### config.mk
export PLATFORM = sky130hd
export DESIGN_NAME = mf3x3_queue
export DESIGN_NICKNAME = d
export VERILOG_FILES = /design/src/design/mf3x3_pkg.sv /design/src/design/mf3x3_queue.sv
export SDC_FILE = /design/constraint.sdc
export NUM_CORES = 1
export LEC_CHECK = 0
export BUFFER_PORTS_ARGS = -buffer_cell sky130_fd_sc_hd__buf_2
export CAP_MARGIN = 5
export CORE_MARGIN = 4
export CORE_UTILIZATION = 60
export DETAILED_ROUTE_END_ITERATION = 8
export GPL_ROUTABILITY_DRIVEN = 0
export PLACE_DENSITY = 0.86
export SYNTH_ARGS = -nofsm -noshare
export SYNTH_HDL_FRONTEND = slang
export SYNTH_SLANG_ARGS = --single-unit
### constraint.sdc
create_clock -name clk -period 5.3 [get_ports clk]
set_input_delay 0.795 -clock clk [delete_from_list [all_inputs] [get_ports clk]]
set_output_delay 0.795 -clock clk [all_outputs]
set_load 0.005 [all_outputs]
### src/design/mf3x3_pkg.sv
// shared constants, types and codes of the 3x3 median filter
package mf3x3_pkg;

	// geometry limits
	localparam int MAX_LINE_DEF = 1024;
	localparam int WINDOW       = 3;
	localparam int MAX_ROWS     = 4096;

	// field and register widths
	localparam int PIX_W  = 8;
	localparam int WID_W  = 11;
	localparam int HGT_W  = 13;
	localparam int ROW_W  = 12;
	localparam int ADDR_W = 3;
	localparam int DATA_W = 32;

	// register reset values
	localparam logic [WID_W-1:0] WIDTH_RESET  = WID_W'(640);
	localparam logic [HGT_W-1:0] HEIGHT_RESET = HGT_W'(480);

	// register indexes on the config port
	typedef enum logic {
		REG_FRAME_WIDTH  = 1'b0,
		REG_FRAME_HEIGHT = 1'b1
	} reg_idx_t;

	// column queue between front and back
	localparam int QDEPTH = 4;
	localparam int QCNT_W = $clog2(QDEPTH + 1);

	// request command codes
	localparam logic CMD_PIXEL = 1'b0;
	localparam logic CMD_FLUSH = 1'b1;

	// one column pushed into the window, with its output tags
	typedef struct packed {
		logic [PIX_W-1:0] up;
		logic [PIX_W-1:0] mid;
		logic [PIX_W-1:0] bottom;
		logic             emit;
		logic             border;
		logic             last;
	} col_push_t;

endpackage

### src/design/mf3x3_queue.sv
// short fifo of window columns between front and back
module mf3x3_queue import mf3x3_pkg::*; #(
	parameter int DEPTH = QDEPTH
) (
	input  logic                       clk,
	input  logic                       arst_n,
	input  logic                       push,
	input  col_push_t                  push_data,
	input  logic                       pop,
	output col_push_t                  pop_data,
	output logic                       empty,
	output logic [$clog2(DEPTH+1)-1:0] count
);

	localparam int PW = (DEPTH > 1) ? $clog2(DEPTH) : 1;
	localparam int CW = $clog2(DEPTH + 1);

	col_push_t       slot_q [DEPTH];
	logic [PW-1:0]   wr_ptr_q;
	logic [PW-1:0]   rd_ptr_q;
	logic [CW-1:0]   count_q;

	assign pop_data = slot_q[rd_ptr_q];
	assign empty    = (count_q == '0);
	assign count    = count_q;

	// pointers and fill count
	always_ff @(posedge clk or negedge arst_n) begin
		if (!arst_n) begin
			wr_ptr_q <= '0;
			rd_ptr_q <= '0;
			count_q  <= '0;
		end else begin
			if (push) begin
				wr_ptr_q <= (wr_ptr_q == PW'(DEPTH - 1)) ? '0 : wr_ptr_q + PW'(1);
			end
			if (pop) begin
				rd_ptr_q <= (rd_ptr_q == PW'(DEPTH - 1)) ? '0 : rd_ptr_q + PW'(1);
			end
			unique case ({push, pop})
				2'b10:   count_q <= count_q + CW'(1);
				2'b01:   count_q <= count_q - CW'(1);
				default: count_q <= count_q;
			endcase
		end
	end

	// storage
	always_ff @(posedge clk) begin
		if (push) begin
			slot_q[wr_ptr_q] <= push_data;
		end
	end

endmodule

* Word level (Yosys, flattened, before mapping)
Memories as Yosys holds them, arrays and structs flattened.
Cells that the tools add are included.
** Storage, ports and cells
- Flip-flop bits (word level) :: 7
- Bits in latches :: 0
- Bits in writable memories :: 108
- ROM bits :: 0
- Input bits :: 31
- Memories :: 1
** Cells by class
- Add/subtract/negate cells :: 4
- Multiply operators :: 0
- Divide/modulo/power cells :: 0
- $lt $le $gt $ge :: 0
- Equality and inequality tests :: 4
- Shift operators :: 0
- Mux-type cells :: 5
- Bitwise logic cells :: 0
- Reduce and logical (&&, ||, !) cells :: 2
** Memory list
- slot_q :: depth 4, bits a word 27, rd ports 1, clocked after Yosys merged registers in 0, write ports 1, RTL line mf3x3_queue.sv:18 : col_push_t slot_q [DEPTH];
** Operators by type and width (count)
- == test 2 bit (second input constant) :: 3
- case mux 3 bit (2 select lines) :: 1
- adder 2 x 1 -> 2 bit (second input constant) :: 2
- two-way mux 2 bit :: 2
- adder 3 x 1 -> 3 bit (second input constant) :: 1
- logical NOT 3 bit :: 1
- subtractor 3 x 1 -> 3 bit (second input constant) :: 1
- == test 2 x 1 -> 1 bit (second input constant) :: 1
- two-way mux 1 bit :: 2
- nonzero test 2 bit :: 1

* Logic depth before layout (Yosys ltp)
Gate-level depths: netlist of the first run.
- Word-level depth :: 2
- Depth in mapped cells :: 7
- Gate-level depth less buffers :: 7

* Worst setup path after synthesis of the first run
No wires, ideal clock.
- Kind :: flip-flop to output port
- Start point :: register rd_ptr_q[0]
- End point :: output port pop_data[18] (netlist bit)
- Arrival :: 1.182 ns
- Data required time :: 4.505 ns
- Slack :: 3.323 ns
- Stages on the path, launching flop included :: 4
- Cell sequence :: dfrtp_1 -> buf_6 -> buf_12 -> mux4_2
** RTL lines
- start, declared :: RTL line mf3x3_queue.sv:20 : logic [PW-1:0] rd_ptr_q;
- start signal, assigned :: RTL line mf3x3_queue.sv:38 : rd_ptr_q <= (rd_ptr_q == PW'(DEPTH - 1)) ? '0 : rd_ptr_q + PW'(1);
- end, declared :: RTL line mf3x3_queue.sv:10 : output col_push_t pop_data,

==> results of run 1 <==
## worst reg2reg max path: cells and delay by family (launching register included)
kind          cells  cell delay (ns)
flops             1             0.41
buf+inv           2             0.50
fa+ha+maj         1             0.14
simple gates      1             0.55
## metal layers
metal | wire length (um) | part of all wire (%) | vias up | GRT usage, %
met4 | 78 | 1.0 | 0 | 7.33
met3 | 473 | 6.1 | 6 | 7.31
met1 | 3050 | 39 | 1052 | 24.5
li1 | - | - | 901 | -
met2 | 4210 | 54 | 80 | 33.8
met5 | 0 | 0 | - | 0
## layout make-up
class | count | share of cell area (%)
inverter | 6 | 0.426
clock inverter | 13 | 2.67
clock buffer | 19 | 7.97
timing repair buffer | 66 | 6.48
sequential | 115 | 64.6
multi-input combinational | 51 | 15.6
tap | 96 | 2.27
## report_power, final
part / switching, W / internal (W)
clock network: 0.000369 / 0.000704
registers: 0.000122 / 0.00117
logic: 0.000288 / 0.000359
total: 0.000780 / 0.00224
## stage by stage
step | worst slack (ns) | utilization (%) | cell area [um^2]
after floorplan | 3.32 | - | 4320
after global placement | 2.69 | 68.5 | 4730
after detailed placement | 2.69 | 68.5 | 4730
after CTS | 2.10 | 76.6 | 5290
after global routing | 1.99 | 76.6 | 5290
final | 2.20 | 76.6 | 5290
## cells in the final DEF, fill, tap and decap left out, types with 2 or more instances in the layout
cell type   instances
and2_1              4
buf_2              61
buf_4               5
bufinv_16           3
clkbuf_1            2
clkbuf_16          16
clkinv_1            3
clkinv_2            5
clkinvlp_4          2
dfrtp_1             6
edfxtp_1          108
ha_1                6
inv_1               6
mux2_2              2
mux4_2             26
nor2_1              2
o21ai_0             2
xor2_1              2
## registers in the layout (all words and copies together), names as in the netlist
| signal | cells |
|---|---|
| slot_q | 108 |
| count | 3 |
| rd_ptr_q | 2 |
| wr_ptr_q | 2 |
## final timing paths
kind,start,endpoint,slack [ns],cells after the start
worst max-delay path,rd_ptr_q[0]$_DFFE_PN0P_,pop_data[6],2.20,2
worst min-delay path,arst_n,count[2]$_DFFE_PN0P_,0.12,1
worst max register to register,wr_ptr_q[0]$_DFFE_PN0P_,slot_q[0][5]$_DFFE_PP_,3.37,4
worst min register to register,count[2]$_DFFE_PN0P_,count[2]$_DFFE_PN0P_,0.49,1
max in group asynchronous,arst_n,rd_ptr_q[0]$_DFFE_PN0P_,5.00,1
min in group clk,count[2]$_DFFE_PN0P_,count[2]$_DFFE_PN0P_,0.49,1
## cell families (layout without fill, tap and decap cells)
kind of cell | Yosys count | after routing | synth area share [%]
muxes | 30 | 30 | 14.9
xor gates and xnor gates | 3 | 3 | 0.609
DFF | 115 | 115 | 79.2
buffers and inverters | 12 | 104 | 1.77
AOI/OAI and AO/OA | 2 | 2 | 0.232
and+or+nand+nor | 9 | 9 | 1.10
adders and majority gates | 7 | 7 | 2.20
## synth_stat cells
master    instances
nor2_1            2
nand2_1           1
xnor2_1           1
buf_12            1
nor3_1            1
and2_1            4
o21ai_0           2
mux4_1            1
edfxtp_1        108
or3_1             1
mux2i_1           1
ha_1              6
mux2_2            2
buf_4             1
inv_1             6
dfrtp_1           7
buf_6             1
fa_1              1
xor2_1            2
mux4_2           26
buf_2             3
==> results.py, run 1 <==
metrics = {
    "run_status": {
        "status": "completed",
    },
    "cells_and_area": {
        "area_growth_syn_to_layout_pct": 22.5,
        "fillCellCount": 389,
        "area.sequential_um2": 3420,
        "final_layout_size_suffix_gt1_share_pct": 45.2,
        "diodes": 0,
        "final_cells": 366,
        "multi_input_area_um2": 823,
        "nNetsFinal": 295,
    },
    "route": {
        "drc": 0,
        "wl_per_cell_um": 21.3,
        "drt_iter0_markers": 107,
        "ant_nets": 0,
        "viasPerCell": 5.57,
        "routed_wl_mm": 7.81,
        "drt_first_pass_iters": 4,
        "vias": 2039,
    },
    "sta": {
        "hold_ws_ns": 0.120,
        "max_clock_freq_mhz": 322,
        "fin_setup_tns_ns": 0,
        "finalSetupViolCount": 0,
        "drv_slew": 0,
        "fin_worst_skew_ns": 0.00656,
        "finalHoldViolCount": 0,
        "timing.slew.headroom_pct": 37.0,
        "period_minus_slack_ns": 3.10,
        "worstMarginPinSlew_ns": 0.946,
        "finalCritPeriodShare_pct": 58.5,
        "rsz0062_at_grt": "no",
    },
    "clock_network": {
        "clock_sinks": 115,
        "cts_max_path_buffers": 2,
        "path_clk_slew_ns": 0.05,
        "cts_root_buf": "clkbuf_8",
        "clock_latency_ns": 0.51,
        "cts.htree.levels": 4,
        "post_cts_buffers": 0,
        "cts_tree": "yes",
        "holdBufCountCts": 0,
        "cts_buffers": 17,
        "cts_resized": 0,
    },
    "global_route": {
        "grt_pass1_vias": 2206,
        "grt_overflow_total": 0,
        "grt_pass1_wl_mm": 12.3,
        "grt_antenna_before_repair": 0,
        "grt_usage_pct": 20.3,
        "grt_start_max_net_pins": 31,
    },
    "critical_path": {
        "critPathKind": "reg2out",
        "cp_top_family": "flip-flops",
        "cp-start-kind": "flip-flop",
        "critPathCaptureType": "output pin",
        "path_max_fanout": 30,
        "crit_chain": "mux4_1, buf_2",
        "crit_slowest_cell": "dfrtp_2",
        "cpPeakStageDelay_ns": 0.99,
        "critPathArrivalTime_ns": 2.31,
        "critPathBufInv": 1,
        "cp_data_required_time_ns": 4.51,
    },
    "floorplanning": {
        "std_cell_rows": 30,
        "die_height_um": 92.8,
        "core_um2": 6910,
        "pin_count": 62,
        "die_w_um": 92.8,
        "die-area_um2": 8620,
        "start_util_pct": 62.5,
    },
    "power": {
        "power_density_nw_per_um2": 570,
        "leakagePower_nw": 1.92,
        "power.total_w": 0.00302,
        "peakVddDrop_v": 0.000337,
    },
    "logic_synthesis": {
        "synth_area_um2": 4320,
        "syn_avg_cell_area_um2": 24.3,
        "synth.distinct_cells": 21,
        "syn_nets": 216,
        "ys_seq_elements": 115,
        "yosys.area.top_type": "edfxtp_1",
        "yosys_warnings": 0,
        "synth_seq_area_share_pct": 79.2,
        "synth_top_cells_by_area": "edfxtp_1, mux4_2, dfrtp_1",
        "synth_cells": 178,
        "synth_top_area_share_pct": 75.1,
    },
    "flow_run": {
        "max-cap-violations": 0,
    },
    "place": {
        "hpwl_mm": 4.46,
        "dp_cells": 334,
        "io_buffers": 61,
    },
    "worst_hold_path": {
        "worstHoldPathType": "in2async",
    },
}
(Power assumes the default switching activity.)
==> inputs of run 2 (changes only) <==
- CORE_UTILIZATION: 60 -> 56
- PLACE_DENSITY: 0.86 -> 0.81
- clock period: 5.3 -> 2.92 ns (I/O delays scaled with it)
==> results.py, run 2 (synthesized netlist as in run 1, its figures left out) <==
metrics = {
    "run_status": {
        "status": "completed",
    },
    "power": {
        "power.switching_w": 0.00149,
        "clkPwrFrac_pct": 34.7,
        "power_density_nw_per_um2": 1020,
        "power_frac_seq_pct": 41.9,
        "peakVddDrop_v": 0.000593,
        "leakagePower_nw": 1.93,
        "p_sw_share_pct": 27.5,
        "pwr-share-comb_pct": 23.4,
        "intPower_w": 0.00394,
    },
    "sta": {
        "timing.slew.headroom_pct": 61.6,
        "period_minus_slack_ns": 2.55,
        "max_clock_freq_mhz": 392,
        "fin_worst_skew_ns": 0.00580,
        "fin_setup_tns_ns": 0,
        "finalHoldViolCount": 0,
        "finalSetupViolCount": 0,
        "finalCritPeriodShare_pct": 87.3,
        "worstMarginPinSlew_ns": 0.577,
        "drv_slew": 0,
        "rsz0062_at_grt": "no",
        "fin_ws_ns": 0.370,
    },
    "critical_path": {
        "reg2reg_depth": 4,
        "critPathKind": "reg2out",
        "critPathArrivalTime_ns": 2.11,
        "path_max_fanout": 12,
        "cp-start-kind": "flip-flop",
        "cp_data_required_time_ns": 2.48,
        "critPathCaptureType": "output pin",
    },
    "floorplanning": {
        "std_cell_rows": 31,
        "die_w_um": 95.8,
        "die-area_um2": 9180,
        "die_height_um": 95.8,
        "core_um2": 7370,
        "pin_count": 62,
        "start_util_pct": 58.6,
    },
    "clock_network": {
        "path_clk_slew_ns": 0.06,
        "cts.htree.levels": 4,
        "cts_buffers": 17,
        "clock_latency_ns": 0.52,
        "cts_root_buf": "clkbuf_8",
        "cts_tree": "yes",
        "cts_max_path_buffers": 2,
        "post_cts_buffers": 0,
        "clock_sinks": 115,
    },
    "cells_and_area": {
        "area_growth_syn_to_layout_pct": 23.2,
        "diodes": 0,
        "regMostFlops": "slot_q",
        "largest_register_ffs": 108,
        "nNetsFinal": 298,
        "multi_input_area_um2": 823,
        "area.sequential_um2": 3420,
        "final_layout_size_suffix_gt1_share_pct": 46.9,
        "postLayoutCoreUtil_pct": 72.2,
        "fillCellCount": 447,
        "final_cell_mix": "edfxtp_1, buf_2, mux4_2",
        "layout.cells.most_common": "edfxtp_1",
    },
    "global_route": {
        "grt_pass1_wl_mm": 12.0,
        "grt_pass1_vias": 2170,
        "grt_overflow_total": 0,
        "grt_usage_pct": 19.3,
        "grt_antenna_before_repair": 0,
        "grt_start_max_net_pins": 23,
    },
    "place": {
        "hpwl_mm": 4.75,
        "place_ws_ns": 0.869,
        "io_buffers": 61,
    },
    "worst_hold_path": {
        "worstHoldPathType": "in2reg",
        "worstHoldPathCells": 1,
    },
    "route": {
        "viasPerCell": 5.54,
        "vias": 2062,
        "drt_iter0_markers": 58,
        "ant_nets": 0,
        "routed_wl_mm": 7.83,
        "drc": 0,
        "drt_first_pass_iters": 4,
        "wl_per_cell_um": 21.0,
    },
    "flow_run": {
        "max-cap-violations": 0,
    },
}
run 2: power groups by stage:
stage,clock (W),combinational [W],sequential (W)
after detailed placement,0,0.00130,0.00230
final,0.00188,0.00127,0.00227
after global routing,0.00200,0.00140,0.00231
after CTS,0.00191,0.00131,0.00228
after floorplan,0,0.000881,0.00223
after global placement,0,0.00126,0.00229
run 2: per-layer routing:
layer	vias to the layer above	part of all wire (%)	wire length (um)	track usage, %
li1	909	-	-	-
met1	1075	38	2990	22.5
met2	62	53	4160	31.8
met3	16	6.9	539	8.21
met4	0	1.8	142	7.70
met5	-	0	0	0
run 2: final timing paths:
check | start | end | slack [ns]
max in group asynchronous | arst_n | rd_ptr_q[0]$_DFFE_PN0P_ | 2.43
min in group asynchronous | arst_n | rd_ptr_q[0]$_DFFE_PN0P_ | 0.31
max reg2reg | wr_ptr_q[0]$_DFFE_PN0P_ | slot_q[2][22]$_DFFE_PP_ | 1.11
min | push_data[5] | slot_q[2][5]$_DFFE_PP_ | 0.14
max | rd_ptr_q[0]$_DFFE_PN0P_ | pop_data[12] | 0.37
min reg2reg | count[2]$_DFFE_PN0P_ | count[2]$_DFFE_PN0P_ | 0.50
run 2: timing repair:
item	CTS	global route
hold buffers	1	0
endpoints found under the hold margin	7	0
gates resized for setup	0	0
run 2: stage by stage:
stage | std cells | hold slack (ns) | total power (W) | area [um^2]
after floorplan | 178 | 0.142 | 0.00311 | 4320
after global placement | 339 | 0.281 | 0.00355 | 4760
after detailed placement | 339 | 0.286 | 0.00360 | 4760
after CTS | 372 | 0.108 | 0.00550 | 5320
after global routing | 372 | 0.115 | 0.00570 | 5320
final | 372 | 0.136 | 0.00543 | 5320
run 2: critical path, cell delays in order (launching register included):
cell and delay, ns:
dfrtp_2 0.56, buf_4 0.33, mux4_2 0.56, buf_2 0.15
run 2: area by class of cell:
type	instances	share of cell area, %
Tap cell	99	2.33
Inverter	6	0.423
Timing Repair Buffer	69	7.15
Clock inverter	14	2.52
Multi-Input combinational cell	51	15.5
Clock buffer	18	7.85
Sequential cell	115	64.3
