File: config.mk
export PLATFORM = sky130hd
export DESIGN_NAME = mf3x3_back_flat
export DESIGN_NICKNAME = d
export VERILOG_FILES = /design/src/design/mf3x3_pkg.sv /design/src/design/mf3x3_out_if.sv /design/src/design/mf3x3_back.sv /design/src/flat_wrapper.sv
export SDC_FILE = /design/constraint.sdc
export NUM_CORES = 1
export LEC_CHECK = 0
export BUFFER_PORTS_ARGS = -buffer_cell sky130_fd_sc_hd__buf_4
export CORE_ASPECT_RATIO = 1.2
export CORE_MARGIN = 3
export CORE_UTILIZATION = 49
export DETAILED_ROUTE_END_ITERATION = 16
export PLACE_DENSITY = 0.65
export SLEW_MARGIN = 20
export SYNTH_ARGS = -nofsm -noshare
export SYNTH_HDL_FRONTEND = slang
export SYNTH_SLANG_ARGS = --single-unit
File: constraint.sdc
create_clock -name clk -period 15.7 [get_ports clk]
set_input_delay 1.57 -clock clk [delete_from_list [all_inputs] [get_ports clk]]
set_output_delay 1.57 -clock clk [all_outputs]
set_load 0.005 [all_outputs]
File: src/design/mf3x3_pkg.sv
// shared constants, types and codes of the 3x3 median filter
package mf3x3_pkg;

	// geometry limits
	localparam int MAX_LINE_DEF = 1024;
	localparam int WINDOW       = 3;
	localparam int MAX_ROWS     = 4096;

	// field and register widths
	localparam int PIX_W  = 8;
	localparam int WID_W  = 11;
	localparam int HGT_W  = 13;
	localparam int ROW_W  = 12;
	localparam int ADDR_W = 3;
	localparam int DATA_W = 32;

	// register reset values
	localparam logic [WID_W-1:0] WIDTH_RESET  = WID_W'(640);
	localparam logic [HGT_W-1:0] HEIGHT_RESET = HGT_W'(480);

	// register indexes on the config port
	typedef enum logic {
		REG_FRAME_WIDTH  = 1'b0,
		REG_FRAME_HEIGHT = 1'b1
	} reg_idx_t;

	// column queue between front and back
	localparam int QDEPTH = 4;
	localparam int QCNT_W = $clog2(QDEPTH + 1);

	// request command codes
	localparam logic CMD_PIXEL = 1'b0;
	localparam logic CMD_FLUSH = 1'b1;

	// one column pushed into the window, with its output tags
	typedef struct packed {
		logic [PIX_W-1:0] up;
		logic [PIX_W-1:0] mid;
		logic [PIX_W-1:0] bottom;
		logic             emit;
		logic             border;
		logic             last;
	} col_push_t;

endpackage

File: src/design/mf3x3_out_if.sv
// output request channel: filtered pixel and frame end mark
interface mf3x3_out_if import mf3x3_pkg::*; ();
	logic             valid;
	logic             ready;
	logic [PIX_W-1:0] pixel_out;
	logic             frame_last;

	modport source (output valid, output pixel_out, output frame_last, input ready);
	modport sink (input valid, input pixel_out, input frame_last, output ready);
endinterface

File: src/design/mf3x3_back.sv
// back: 3x3 window, pipelined median network and output register
module mf3x3_back import mf3x3_pkg::*; (
	input  logic        clk,
	input  logic        arst_n,
	input  logic        q_empty,
	input  col_push_t   q_data,
	output logic        q_pop,
	mf3x3_out_if.source out_ch
);

	typedef logic [WINDOW-1:0][PIX_W-1:0] trio_t;

	function automatic logic [PIX_W-1:0] min2(input logic [PIX_W-1:0] a, b);
		return (a < b) ? a : b;
	endfunction

	function automatic logic [PIX_W-1:0] max2(input logic [PIX_W-1:0] a, b);
		return (a < b) ? b : a;
	endfunction

	function automatic logic [PIX_W-1:0] med3(input logic [PIX_W-1:0] a, b, c);
		return max2(min2(a, b), min2(max2(a, b), c));
	endfunction

	// ascending sort of three, index 0 is the smallest
	function automatic trio_t sort3(input logic [PIX_W-1:0] a, b, c);
		logic [PIX_W-1:0] lo1, hi1, lo2, hi2;
		trio_t            r;
		lo1  = min2(a, b);
		hi1  = max2(a, b);
		lo2  = min2(lo1, c);
		hi2  = max2(lo1, c);
		r[0] = lo2;
		r[1] = min2(hi1, hi2);
		r[2] = max2(hi1, hi2);
		return r;
	endfunction

	logic             adv;
	logic [PIX_W-1:0] win_q [WINDOW][WINDOW];

	logic             v_s1, border_s1, last_s1;
	logic             v_s2, border_s2, last_s2;
	trio_t            rows_s2 [WINDOW];
	logic [PIX_W-1:0] ctr_s2;
	logic             v_s3, border_s3, last_s3;
	logic [PIX_W-1:0] lo_s3, md_s3, hi_s3, ctr_s3;
	logic             out_v_q;
	logic [PIX_W-1:0] pix_q;
	logic             last_q;

	// whole back pipeline moves when the output register can take data
	assign adv   = !out_v_q || out_ch.ready;
	assign q_pop = adv && !q_empty;

	// window shift, new column enters on the right
	always_ff @(posedge clk or negedge arst_n) begin
		if (!arst_n) begin
			for (int r = 0; r < WINDOW; r++) begin
				for (int c = 0; c < WINDOW; c++) begin
					win_q[r][c] <= '0;
				end
			end
		end else if (q_pop) begin
			for (int r = 0; r < WINDOW; r++) begin
				for (int c = 0; c < WINDOW - 1; c++) begin
					win_q[r][c] <= win_q[r][c+1];
				end
			end
			win_q[0][WINDOW-1] <= q_data.up;
			win_q[1][WINDOW-1] <= q_data.mid;
			win_q[2][WINDOW-1] <= q_data.bottom;
		end
	end

	// stage valids
	always_ff @(posedge clk or negedge arst_n) begin
		if (!arst_n) begin
			v_s1    <= 1'b0;
			v_s2    <= 1'b0;
			v_s3    <= 1'b0;
			out_v_q <= 1'b0;
		end else if (adv) begin
			v_s1    <= q_pop && q_data.emit;
			v_s2    <= v_s1;
			v_s3    <= v_s2;
			out_v_q <= v_s3;
		end
	end

	// median network stages and output register
	always_ff @(posedge clk) begin
		if (adv) begin
			border_s1 <= q_data.border;
			last_s1   <= q_data.last;
			// sort each row
			for (int r = 0; r < WINDOW; r++) begin
				rows_s2[r] <= sort3(win_q[r][0], win_q[r][1], win_q[r][2]);
			end
			ctr_s2    <= win_q[1][1];
			border_s2 <= border_s1;
			last_s2   <= last_s1;
			// largest minimum, middle median, smallest maximum
			lo_s3     <= max2(max2(rows_s2[0][0], rows_s2[1][0]), rows_s2[2][0]);
			md_s3     <= med3(rows_s2[0][1], rows_s2[1][1], rows_s2[2][1]);
			hi_s3     <= min2(min2(rows_s2[0][2], rows_s2[1][2]), rows_s2[2][2]);
			ctr_s3    <= ctr_s2;
			border_s3 <= border_s2;
			last_s3   <= last_s2;
			// border positions pass the centre pixel
			pix_q     <= border_s3 ? ctr_s3 : med3(lo_s3, md_s3, hi_s3);
			last_q    <= last_s3;
		end
	end

	assign out_ch.valid      = out_v_q;
	assign out_ch.pixel_out  = pix_q;
	assign out_ch.frame_last = last_q;

endmodule
File: src/flat_wrapper.sv
// flat-port wrapper written by rule: the top's interface ports become plain ports
module mf3x3_back_flat import mf3x3_pkg::*;
  (clk, arst_n, q_empty, q_data, q_pop, out_ch_valid, out_ch_pixel_out, out_ch_frame_last, out_ch_ready);
  mf3x3_out_if out_ch_i ();
  input  logic clk;
  input  logic arst_n;
  input  logic q_empty;
  input  col_push_t q_data;
  output logic q_pop;
  output wire logic [$bits(out_ch_i.valid)-1:0] out_ch_valid;
  output wire logic [$bits(out_ch_i.pixel_out)-1:0] out_ch_pixel_out;
  output wire logic [$bits(out_ch_i.frame_last)-1:0] out_ch_frame_last;
  input wire logic [$bits(out_ch_i.ready)-1:0] out_ch_ready;
  assign out_ch_valid = out_ch_i.valid;
  assign out_ch_pixel_out = out_ch_i.pixel_out;
  assign out_ch_frame_last = out_ch_i.frame_last;
  assign out_ch_i.ready = out_ch_ready;
  mf3x3_back u_core (.clk(clk), .arst_n(arst_n), .q_empty(q_empty), .q_data(q_data), .q_pop(q_pop), .out_ch(out_ch_i));
endmodule
# Yosys cells after proc, flatten, opt, wreduce, memory -nomap -nowiden
# Memory sizes are Yosys's and may differ from the RTL's.
# Cells that the tools add are included.
[word_totals]
ram_bits = 72
output_inout_bits = 11
ff_bits = 131
in_bits = 31
word_cells = 84
n_memories = 1
[memory_table]
columns = ["memory", "words", "word_bits", "read_ports", "rd_ports_with_merged_regs", "write_ports", "line", "source"]
rows = [
  ["u_core.rows_s2", 3, 24, 3, 0, 3, "mf3x3_back.sv:44", "trio_t rows_s2 [WINDOW];"],
]
[classes]
mux = 33
reduce_logical = 5
n_lt_le_gt_ge = 19
[ops]
columns = ["cell", "count"]
rows = [
  ["$mux 8", 31],
  ["$lt 8x8->1", 19],
  ["$logic_and 1x1->1", 2],
  ["$logic_not 1->1", 2],
  ["$mux 1", 2],
  ["$logic_or 1x1->1", 1],
]

# Depth between registers and ports, before layout
# Gate-level depths: netlist of the first run.
[logic_depth]
ltp_word = 7
depth_mapped = 27
depth_no_buf = 24

# Worst setup path before layout of the first run
# Ideal clock, no wire load.
[synth_path]
path_kind = "register to register"
start = "reg u_core.win_q[39] (netlist name)"
end = "mem u_core.rows_s2[0][40] (netlist name), data pin"
setup_slack_ns = 10.055
synth_period_minus_slack_ns = 5.645
required_time_ns = 15.438
setup_ns = 0.262
path_stages_with_launch = 26
n_path_buf = 4
arrival_time_ns = 5.382
cell_sequence = "dfrtp_1 -> inv_1 -> ha_1 -> and4_1 -> o21ai_0 -> o21ai_2 -> inv_1 -> buf_2 -> nand2_1 -> o21ai_0 -> ha_1 -> and2_1 -> a221oi_1 -> nand3_1 -> o31ai_4 -> buf_6 -> mux2i_1 -> ha_1 -> a2111oi_0 -> o21ai_0 -> a21oi_1 -> o2111ai_1 -> o31ai_1 -> buf_2 -> buf_2 -> a31oi_1"
[synth_lines]
columns = ["item", "line", "source"]
rows = [
  ["from (decl)", "mf3x3_back.sv:40", "logic [PIX_W-1:0] win_q [WINDOW][WINDOW];"],
  ["from (signal, indexed assignment)", "mf3x3_back.sv:67", "win_q[r][c] <= win_q[r][c+1];"],
  ["from (signal, indexed assignment)", "mf3x3_back.sv:70", "win_q[0][WINDOW-1] <= q_data.up;"],
  ["from (signal, indexed assignment)", "mf3x3_back.sv:71", "win_q[1][WINDOW-1] <= q_data.mid;"],
  ["to (decl)", "mf3x3_back.sv:44", ""],
]

==> results of run 1 <==
-- cell usage in the layout, fill, tap and decap left out, types with 10 or more instances in the layout --
| cell type | synthesis | layout |
|---|---|---|
| sky130_fd_sc_hd__a211oi_1 | 12 | 12 |
| sky130_fd_sc_hd__a21o_1 | 12 | 12 |
| sky130_fd_sc_hd__a21oi_1 | 65 | 65 |
| sky130_fd_sc_hd__buf_4 | 8 | 47 |
| sky130_fd_sc_hd__clkbuf_16 | 0 | 23 |
| sky130_fd_sc_hd__dfrtp_1 | 76 | 76 |
| sky130_fd_sc_hd__edfxtp_1 | 127 | 127 |
| sky130_fd_sc_hd__ha_1 | 133 | 133 |
| sky130_fd_sc_hd__inv_1 | 145 | 144 |
| sky130_fd_sc_hd__mux2_2 | 84 | 84 |
| sky130_fd_sc_hd__mux2i_1 | 68 | 68 |
| sky130_fd_sc_hd__nand2_1 | 138 | 138 |
| sky130_fd_sc_hd__nand2b_1 | 13 | 13 |
| sky130_fd_sc_hd__nand4_1 | 11 | 11 |
| sky130_fd_sc_hd__nor2_1 | 69 | 68 |
| sky130_fd_sc_hd__o21a_1 | 10 | 10 |
| sky130_fd_sc_hd__o21ai_0 | 116 | 116 |
| sky130_fd_sc_hd__o21ai_1 | 13 | 13 |
-- layer usage --
| metal | global-route usage (%) | vias up |
|---|---|---|
| met5 | 0 | - |
| met2 | 34.7 | 147 |
| li1 | - | 4646 |
| met4 | 6.30 | 0 |
| met1 | 25.3 | 4323 |
| met3 | 2.66 | 51 |
-- worst max-delay path by stage --
stage,slack (ns),cells after the start,endpoint
floorplan,10.06,25,u_core.rows_s2[0][40]
global placement,8.17,22,u_core.rows_s2[0][40]
detailed placement,7.82,22,u_core.rows_s2[0][40]
CTS,7.83,22,u_core.rows_s2[0][40]
global route,7.48,22,u_core.rows_s2[0][40]
finish,8.15,22,u_core.rows_s2[0][40]
-- metrics by stage --
| step | instances | hold slack (ns) | area (um2) | util (%) |
|---|---|---|---|---|
| finish | 1653 | 0.420 | 14500 | 55.0 |
| detailed placement | 1611 | 0.407 | 13700 | 51.9 |
| CTS | 1651 | 0.419 | 14500 | 54.9 |
| floorplan | 1278 | 0.400 | 13100 | - |
| global placement | 1611 | 0.402 | 13700 | 51.9 |
| global route | 1653 | 0.432 | 14500 | 55.0 |
-- state kept, by name, summed over array words and instances, names as in the netlist, 8 cells and up --
| signal | flops |
|---|---|
| u_core.hi_s3 | 8 |
| u_core.win_q | 72 |
| u_core.out_ch.pixel_out | 8 |
| u_core.lo_s3 | 8 |
| u_core.rows_s2 | 72 |
| u_core.ctr_s3 | 8 |
| u_core.ctr_s2 | 8 |
| u_core.md_s3 | 8 |
-- cell families after synthesis --
group / count (synthesis) / share of synthesized area [%]
adders and majority gates: 133 / 12.7
buffers and inverters: 195 / 6.09
DFF: 203 / 43.5
muxes: 152 / 12.4
and+or+nand+nor: 292 / 10.1
AOI/OAI and AO/OA: 303 / 15.2
-- critical path: stages (launching register included) --
cell                        delay (ns)
sky130_fd_sc_hd__dfrtp_1          0.36
sky130_fd_sc_hd__inv_1            0.09
sky130_fd_sc_hd__ha_1             0.32
sky130_fd_sc_hd__and4_1           0.23
sky130_fd_sc_hd__o21ai_0          0.15
sky130_fd_sc_hd__o21ai_2          0.59
sky130_fd_sc_hd__inv_1            0.41
sky130_fd_sc_hd__o21ai_0          0.48
sky130_fd_sc_hd__ha_1             0.34
sky130_fd_sc_hd__a21o_1           0.17
sky130_fd_sc_hd__a221oi_1         0.44
sky130_fd_sc_hd__nand3_1          0.21
sky130_fd_sc_hd__o31ai_4          0.86
sky130_fd_sc_hd__mux2i_1          0.40
sky130_fd_sc_hd__ha_1             0.31
sky130_fd_sc_hd__a2111oi_0        0.38
sky130_fd_sc_hd__o21ai_0          0.19
sky130_fd_sc_hd__a21oi_1          0.18
sky130_fd_sc_hd__o2111ai_1        0.17
sky130_fd_sc_hd__o31ai_4          0.61
sky130_fd_sc_hd__mux2i_1          0.16
sky130_fd_sc_hd__o22ai_1          0.17
sky130_fd_sc_hd__a31oi_1          0.06
-- cell type report --
cell class | count | area (um2)
tap | 335 | 419
fill | 2315 | 11900
clock inverter | 14 | 183
multi-input combinational | 880 | 6640
sequential | 203 | 5720
timing repair buffer | 49 | 379
clock buffer | 26 | 597
inverter | 146 | 551
==> impl_results.html, run 1 <==
<table>
<tr><th>Metric</th><th>Value</th></tr>
<tr><th colspan="2">Clocking</th></tr>
<tr><td>Post-CTS setup-driven buffer insertion count</td><td>0</td></tr>
<tr><td>Post-cts gate resize count</td><td>0</td></tr>
<tr><td>Clock transition at the registers of the reported paths</td><td>0.06 ns</td></tr>
<tr><td>CTS Hold Buffers Added</td><td>0</td></tr>
<tr><td>Clock insertion delay at the later pin of the skew report</td><td>0.51 ns</td></tr>
<tr><td>TritonCTS clock tree</td><td>yes</td></tr>
<tr><td>Clock root buffer</td><td>sky130_fd_sc_hd__clkbuf_16</td></tr>
<tr><td>Maximum buffer depth of the clock tree</td><td>3</td></tr>
<tr><td>H-tree depth</td><td>1</td></tr>
<tr><td>Total number of clock tree sinks</td><td>203</td></tr>
<tr><td>Cts bufs inserted</td><td>22</td></tr>
<tr><th colspan="2">STA</th></tr>
<tr><td>Upper clock frequency limit</td><td>132 MHz</td></tr>
<tr><td>Final number of hold-violating endpoints</td><td>0</td></tr>
<tr><td>RSZ-0062 raised after global routing</td><td>false</td></tr>
<tr><td>Minimum period implied by the final worst setup slack</td><td>7.55 ns</td></tr>
<tr><td>Worst-case clock skew</td><td>0.0103 ns</td></tr>
<tr><td>Slew at the pin closest to its max-slew limit</td><td>1.05 ns</td></tr>
<tr><td>Minimum setup slack in the final design</td><td>8.15 ns</td></tr>
<tr><td>Final Max Tran Viols</td><td>0</td></tr>
<tr><td>Post-route setup TNS</td><td>0 ns</td></tr>
<tr><td>Normalized max-slew margin</td><td>30.1%</td></tr>
<tr><td>Tcrit/Tclk final</td><td>48.1%</td></tr>
<tr><td>Final setup violation count</td><td>0</td></tr>
<tr><th colspan="2">Run status</th></tr>
<tr><td>Result of the run</td><td>completed</td></tr>
<tr><th colspan="2">Route</th></tr>
<tr><td>1st-pass router iterations</td><td>5</td></tr>
<tr><td>Routed wire length on met3</td><td>1080 um</td></tr>
<tr><td>Uppermost layer routed</td><td>met4</td></tr>
<tr><td>Average wire per standard cell</td><td>17.0 um</td></tr>
<tr><td>Wire length after detailed routing</td><td>28,100 um</td></tr>
<tr><td>Length of routed wiring on met1</td><td>12,300 um</td></tr>
<tr><td>Post-DRT Antenna Nets</td><td>0</td></tr>
<tr><td>Via count</td><td>9,167</td></tr>
<tr><td>Detailed Route Iter0 Violations</td><td>473</td></tr>
<tr><td>Detail-routed via count per cell</td><td>5.55</td></tr>
<tr><td>Remaining routing DRC violations</td><td>0</td></tr>
<tr><td>Detail Route met2 WL</td><td>13,800 um</td></tr>
<tr><th colspan="2">Die</th></tr>
<tr><td>Floorplan Core Area</td><td>26,400 um2</td></tr>
<tr><td>Die W</td><td>155 um</td></tr>
<tr><td>Initial core utilization</td><td>49.8%</td></tr>
<tr><td>Top-level I/O count</td><td>42</td></tr>
<tr><td>Vertical die dimension</td><td>185 um</td></tr>
<tr><td>Floorplan die area</td><td>28,800 um2</td></tr>
<tr><td>Standard-cell rows</td><td>65</td></tr>
<tr><th colspan="2">Cells and area</th></tr>
<tr><td>Layout cell share with drive strength beyond 1</td><td>15.7%</td></tr>
<tr><td>Final nets</td><td>1,466</td></tr>
<tr><td>Area growth, synth to finish</td><td>10.3%</td></tr>
<tr><td>Diode count</td><td>0</td></tr>
<tr><th colspan="2">Synth</th></tr>
<tr><td>Synth Flop Type</td><td>sky130_fd_sc_hd__edfxtp_1</td></tr>
<tr><td>Total number of yosys warnings</td><td>0</td></tr>
<tr><td>Register bit total from synthesis</td><td>203</td></tr>
<tr><td>Async set or reset register ratio after synthesis</td><td>37.4%</td></tr>
<tr><td>Ranking of synthesized cells by instance count</td><td>sky130_fd_sc_hd__inv_1, sky130_fd_sc_hd__nand2_1, sky130_fd_sc_hd__ha_1</td></tr>
<tr><td>Cell types occupying the most area after synthesis</td><td>sky130_fd_sc_hd__edfxtp_1, sky130_fd_sc_hd__dfrtp_1, sky130_fd_sc_hd__ha_1</td></tr>
<tr><td>Most numerous cell in the Yosys netlist</td><td>sky130_fd_sc_hd__inv_1</td></tr>
<tr><td>Yosys cell types</td><td>75</td></tr>
<tr><td>Most area-hungry cell type in the Yosys netlist</td><td>sky130_fd_sc_hd__edfxtp_1</td></tr>
<tr><td>Post-synthesis instance area</td><td>13,100 um2</td></tr>
<tr><td>Synthesized Nets</td><td>1,442</td></tr>
<tr><td>Part of the Yosys area used for sequential elements</td><td>43.5%</td></tr>
<tr><td>Number of instances in the synthesized netlist</td><td>1,278</td></tr>
<tr><td>Count of flip-flops with a built-in enable after synthesis</td><td>127</td></tr>
<tr><td>Top cell type's share of synthesized area</td><td>29.1%</td></tr>
<tr><td>Mean post-synth cell area</td><td>10.3 um2</td></tr>
<tr><th colspan="2">Worst setup path</th></tr>
<tr><td>Arrival time at the worst endpoint</td><td>7.77 ns</td></tr>
<tr><td>Critical Path End Type</td><td>flip-flop</td></tr>
<tr><td>Reg2reg end</td><td>u_core.rows_s2[0][40]</td></tr>
<tr><td>Maximum fanout count along the critical path</td><td>26</td></tr>
<tr><td>Worst reg2reg path startpoint</td><td>u_core.win_q[39]</td></tr>
<tr><td>Setup slack of the worst register-to-register path</td><td>8.15 ns</td></tr>
<tr><td>Worst Setup Start Kind</td><td>flip-flop</td></tr>
<tr><td>Data required time at the worst endpoint</td><td>15.91 ns</td></tr>
<tr><td>Number of cells on the worst reg-to-reg path</td><td>22</td></tr>
<tr><td>Kind of critical path</td><td>flip-flop to flip-flop</td></tr>
<tr><td>Worst setup path start</td><td>u_core.win_q[39]</td></tr>
<tr><th colspan="2">Place</th></tr>
<tr><td>Detailed-placement wirelength estimate</td><td>21,500 um</td></tr>
<tr><td>IO buf count</td><td>41</td></tr>
<tr><td>Placer's final routability congestion estimate</td><td>0.870</td></tr>
<tr><td>Worst slack after detailed placement</td><td>7.82 ns</td></tr>
<tr><th colspan="2">Min path</th></tr>
<tr><td>Hold Path Cell Cnt</td><td>0</td></tr>
<tr><td>Path category of the worst min-delay check</td><td>flip-flop to flip-flop</td></tr>
<tr><td>Hold path endpoint</td><td>u_core.ctr_s3[0]</td></tr>
<tr><td>Startpoint of the most critical hold path</td><td>u_core.ctr_s2[0]</td></tr>
<tr><th colspan="2">Global routing</th></tr>
<tr><td>First-pass GRT wire length</td><td>45,900 um</td></tr>
<tr><td>Total gr overflow</td><td>0</td></tr>
<tr><td>Largest net degree at the start of global routing</td><td>70</td></tr>
<tr><td>Global router's overall resource usage</td><td>19.8%</td></tr>
<tr><td>Number of antenna violations at the first check in global routing</td><td>0</td></tr>
<tr><td>Vias in the first global route</td><td>9,055</td></tr>
<tr><th colspan="2">Flow run</th></tr>
<tr><td>Max capacitance violation total</td><td>0</td></tr>
</table>
Power of run 1 is not shown: default switching activity piles up to over one toggle a cycle in this logic, so the estimate is an artifact.
==> inputs of run 2 (changes only) <==
==> constraint.sdc (replaced) <==
create_clock -name clk -period 7.9 [get_ports clk]
set_input_delay 0.79 -clock clk [delete_from_list [all_inputs] [get_ports clk]]
set_output_delay 0.79 -clock clk [all_outputs]
set_load 0.005 [all_outputs]
==> impl_results.html, run 2 (synthesized netlist as in run 1, its figures left out) <==
<table>
<tr><th>Metric</th><th>Value</th></tr>
<tr><th colspan="2">Route</th></tr>
<tr><td>Remaining routing DRC violations</td><td>0 (unchanged)</td></tr>
<tr><td>Routed wire length on met3</td><td>1050 um (-2.3%)</td></tr>
<tr><td>Post-DRT Antenna Nets</td><td>0 (unchanged)</td></tr>
<tr><td>Length of routed wiring on met1</td><td>12,700 um (+3.1%)</td></tr>
<tr><td>Uppermost layer routed</td><td>met4</td></tr>
<tr><td>Detail-routed via count per cell</td><td>5.59 (+0.89%)</td></tr>
<tr><td>Wire length after detailed routing</td><td>29,200 um (+3.9%)</td></tr>
<tr><td>Average wire per standard cell</td><td>17.7 um (+3.8%)</td></tr>
<tr><td>Via count</td><td>9,254 (+0.95%)</td></tr>
<tr><td>Detailed Route Iter0 Violations</td><td>555 (+17%)</td></tr>
<tr><td>Detail Route met2 WL</td><td>14,600 um (+5.8%)</td></tr>
<tr><td>1st-pass router iterations</td><td>5 (unchanged)</td></tr>
<tr><th colspan="2">Worst setup path</th></tr>
<tr><td>Buffering stage count on the worst path with inverters included</td><td>4 (+2)</td></tr>
<tr><td>Crit path max-delay family</td><td>compound AO/OA/AOI/OAI gates</td></tr>
<tr><td>CP Depth</td><td>24 (+9.1%)</td></tr>
<tr><td>Kind of critical path</td><td>flip-flop to flip-flop</td></tr>
<tr><td>Maximum fanout count along the critical path</td><td>27 (+3.8%)</td></tr>
<tr><td>Worst setup path start</td><td>u_core.win_q[39]</td></tr>
<tr><td>Number of cells on the worst reg-to-reg path</td><td>24 (+9.1%)</td></tr>
<tr><td>Data required time at the worst endpoint</td><td>8.22 ns (-7.69 ns)</td></tr>
<tr><td>Worst reg2reg path startpoint</td><td>u_core.win_q[39]</td></tr>
<tr><td>Setup slack of the worst register-to-register path</td><td>0.66 ns (-7.49 ns)</td></tr>
<tr><td>Arrival time at the worst endpoint</td><td>7.56 ns (-0.21 ns)</td></tr>
<tr><td>Critical path destination</td><td>u_core.rows_s2[0][40]</td></tr>
<tr><td>Critical Path End Type</td><td>flip-flop</td></tr>
<tr><td>Crit path largest cell delay</td><td>0.55 ns (-0.31 ns)</td></tr>
<tr><td>Worst Setup Start Kind</td><td>flip-flop</td></tr>
<tr><td>Worst-path cell chain</td><td>inv_1 -&gt; ha_1 -&gt; and4_1 -&gt; o21ai_0 -&gt; o21ai_4 -&gt; inv_1 -&gt; o21ai_0 -&gt; ha_1 -&gt; and2_1 -&gt; a221oi_1 -&gt; nand3_1 -&gt; o31ai_4 -&gt; buf_4 -&gt; mux2i_1 -&gt; ha_1 -&gt; a2111oi_0 -&gt; o21ai_0 -&gt; a21oi_1 -&gt; o2111ai_1 -&gt; o31ai_4 -&gt; buf_4 -&gt; mux2i_1 -&gt; o22ai_1 -&gt; a31oi_1</td></tr>
<tr><td>Slowest stage cell on the critical path</td><td>sky130_fd_sc_hd__o21ai_0</td></tr>
<tr><td>Reg2reg end</td><td>u_core.rows_s2[0][40]</td></tr>
<tr><th colspan="2">Cells and area</th></tr>
<tr><td>Layout cell share with drive strength beyond 1</td><td>15.8% (+0.064 points)</td></tr>
<tr><td>Top library cells by usage in the layout, fill and taps aside</td><td>sky130_fd_sc_hd__inv_1, sky130_fd_sc_hd__nand2_1, sky130_fd_sc_hd__ha_1</td></tr>
<tr><td>Registers with the most flip-flops</td><td>u_core.rows_s2 x72, u_core.win_q x72</td></tr>
<tr><td>Diode count</td><td>0 (unchanged)</td></tr>
<tr><td>Finished Core Util</td><td>54.9% (-0.081 points)</td></tr>
<tr><td>Final nets</td><td>1,467 (+0.068%)</td></tr>
<tr><td>Area growth, synth to finish</td><td>10.2%</td></tr>
<tr><td>Number of fill cells in the layout</td><td>2,374 (+2.5%)</td></tr>
<tr><td>Most common library cell in the layout ignoring fill and taps</td><td>sky130_fd_sc_hd__inv_1</td></tr>
<tr><th colspan="2">Global routing</th></tr>
<tr><td>Vias in the first global route</td><td>9,077 (+0.24%)</td></tr>
<tr><td>Largest net degree at the start of global routing</td><td>80 (+14%)</td></tr>
<tr><td>Total gr overflow</td><td>0 (unchanged)</td></tr>
<tr><td>Number of antenna violations at the first check in global routing</td><td>0 (unchanged)</td></tr>
<tr><td>Global router's overall resource usage</td><td>20.4% (+0.68 points)</td></tr>
<tr><td>First-pass GRT wire length</td><td>46,900 um (+2.2%)</td></tr>
<tr><th colspan="2">STA</th></tr>
<tr><td>Minimum period implied by the final worst setup slack</td><td>7.24 ns (-0.312 ns)</td></tr>
<tr><td>Final number of hold-violating endpoints</td><td>0 (unchanged)</td></tr>
<tr><td>Worst-case clock skew</td><td>0.0113 ns (+0.000985 ns)</td></tr>
<tr><td>Normalized max-slew margin</td><td>30.5% (+0.42 points)</td></tr>
<tr><td>Minimum setup slack in the final design</td><td>0.659 ns (-7.49 ns)</td></tr>
<tr><td>Final setup violation count</td><td>0 (unchanged)</td></tr>
<tr><td>Slew at the pin closest to its max-slew limit</td><td>1.04 ns (-0.00635 ns)</td></tr>
<tr><td>RSZ-0062 raised after global routing</td><td>false</td></tr>
<tr><td>Post-route setup TNS</td><td>0 ns (unchanged)</td></tr>
<tr><td>Hold_ws</td><td>0.227 ns (-0.193 ns)</td></tr>
<tr><td>Tcrit/Tclk final</td><td>91.7% (+44 points)</td></tr>
<tr><td>Upper clock frequency limit</td><td>138 MHz (+4.3%)</td></tr>
<tr><td>Final Max Tran Viols</td><td>0 (unchanged)</td></tr>
<tr><th colspan="2">Die</th></tr>
<tr><td>Vertical die dimension</td><td>185 um (unchanged)</td></tr>
<tr><td>Floorplan die area</td><td>28,800 um2 (unchanged)</td></tr>
<tr><td>Initial core utilization</td><td>49.8% (unchanged)</td></tr>
<tr><td>Top-level I/O count</td><td>42 (unchanged)</td></tr>
<tr><td>Floorplan Core Area</td><td>26,400 um2 (unchanged)</td></tr>
<tr><td>Standard-cell rows</td><td>65 (unchanged)</td></tr>
<tr><td>Die W</td><td>155 um (unchanged)</td></tr>
<tr><th colspan="2">Run status</th></tr>
<tr><td>Result of the run</td><td>completed</td></tr>
<tr><th colspan="2">Clocking</th></tr>
<tr><td>Total number of clock tree sinks</td><td>203 (unchanged)</td></tr>
<tr><td>Clock transition at the registers of the reported paths</td><td>0.07 ns (about the same)</td></tr>
<tr><td>Clock insertion delay at the later pin of the skew report</td><td>0.51 ns (about the same)</td></tr>
<tr><td>Post-CTS setup-driven buffer insertion count</td><td>0 (unchanged)</td></tr>
<tr><td>Clock root buffer</td><td>sky130_fd_sc_hd__clkbuf_16</td></tr>
<tr><td>Cts bufs inserted</td><td>22 (unchanged)</td></tr>
<tr><td>Maximum buffer depth of the clock tree</td><td>3 (unchanged)</td></tr>
<tr><td>TritonCTS clock tree</td><td>yes</td></tr>
<tr><td>H-tree depth</td><td>1 (unchanged)</td></tr>
<tr><th colspan="2">Place</th></tr>
<tr><td>Worst slack after detailed placement</td><td>0.562 ns (-7.26 ns)</td></tr>
<tr><td>IO buf count</td><td>41 (unchanged)</td></tr>
<tr><td>Placer's final routability congestion estimate</td><td>0.881 (+1.3%)</td></tr>
<tr><td>Detailed-placement wirelength estimate</td><td>22,300 um (+3.7%)</td></tr>
<tr><th colspan="2">Flow run</th></tr>
<tr><td>Max capacitance violation total</td><td>0 (unchanged)</td></tr>
<tr><th colspan="2">Min path</th></tr>
<tr><td>Path category of the worst min-delay check</td><td>primary input to asynchronous set/reset pin</td></tr>
</table>
-- run 2: cell type report --
type | instances | area, um2 | area share (%)
sequential | 203 | 5720 | 39.5
clock buffer | 23 | 576 | 3.98
inverter | 146 | 551 | 3.81
clock inverter | 17 | 178 | 1.23
timing repair buffer | 50 | 375 | 2.60
tap | 335 | 419 | 2.90
multi-input combinational | 880 | 6650 | 46.0
-- run 2: repair_timing --
| item | in CTS | in global routing |
|---|---|---|
| endpoints found under the setup margin | 0 | 2 |
| resized for setup | 0 | 1 |
| hold buffers | 0 | 0 |
-- run 2: metrics by stage --
stage / std cells / area [um2]
global route: 1654 / 14500
floorplan: 1278 / 13100
finish: 1654 / 14500
CTS: 1654 / 14500
detailed placement: 1614 / 13700
global placement: 1614 / 13700
-- run 2: worst min-delay path by stage --
stage                             endpoint  slack (ns)  cells after the start
final                     u_core.win_q[31]        0.23                      1
after global routing      u_core.win_q[47]        0.23                      1
after CTS                 u_core.win_q[47]        0.22                      1
after detailed placement  u_core.ctr_s3[3]        0.41                      0
after global placement    u_core.ctr_s3[4]        0.40                      0
after floorplan           u_core.border_s2        0.40                      0
-- run 2: layer usage --
metal	GRT usage [%]	up-vias
li1	-	4647
met5	0	-
met1	25.9	4399
met3	2.48	53
met2	36.5	155
met4	6.55	0
Power of run 2 is left out for the same reason.
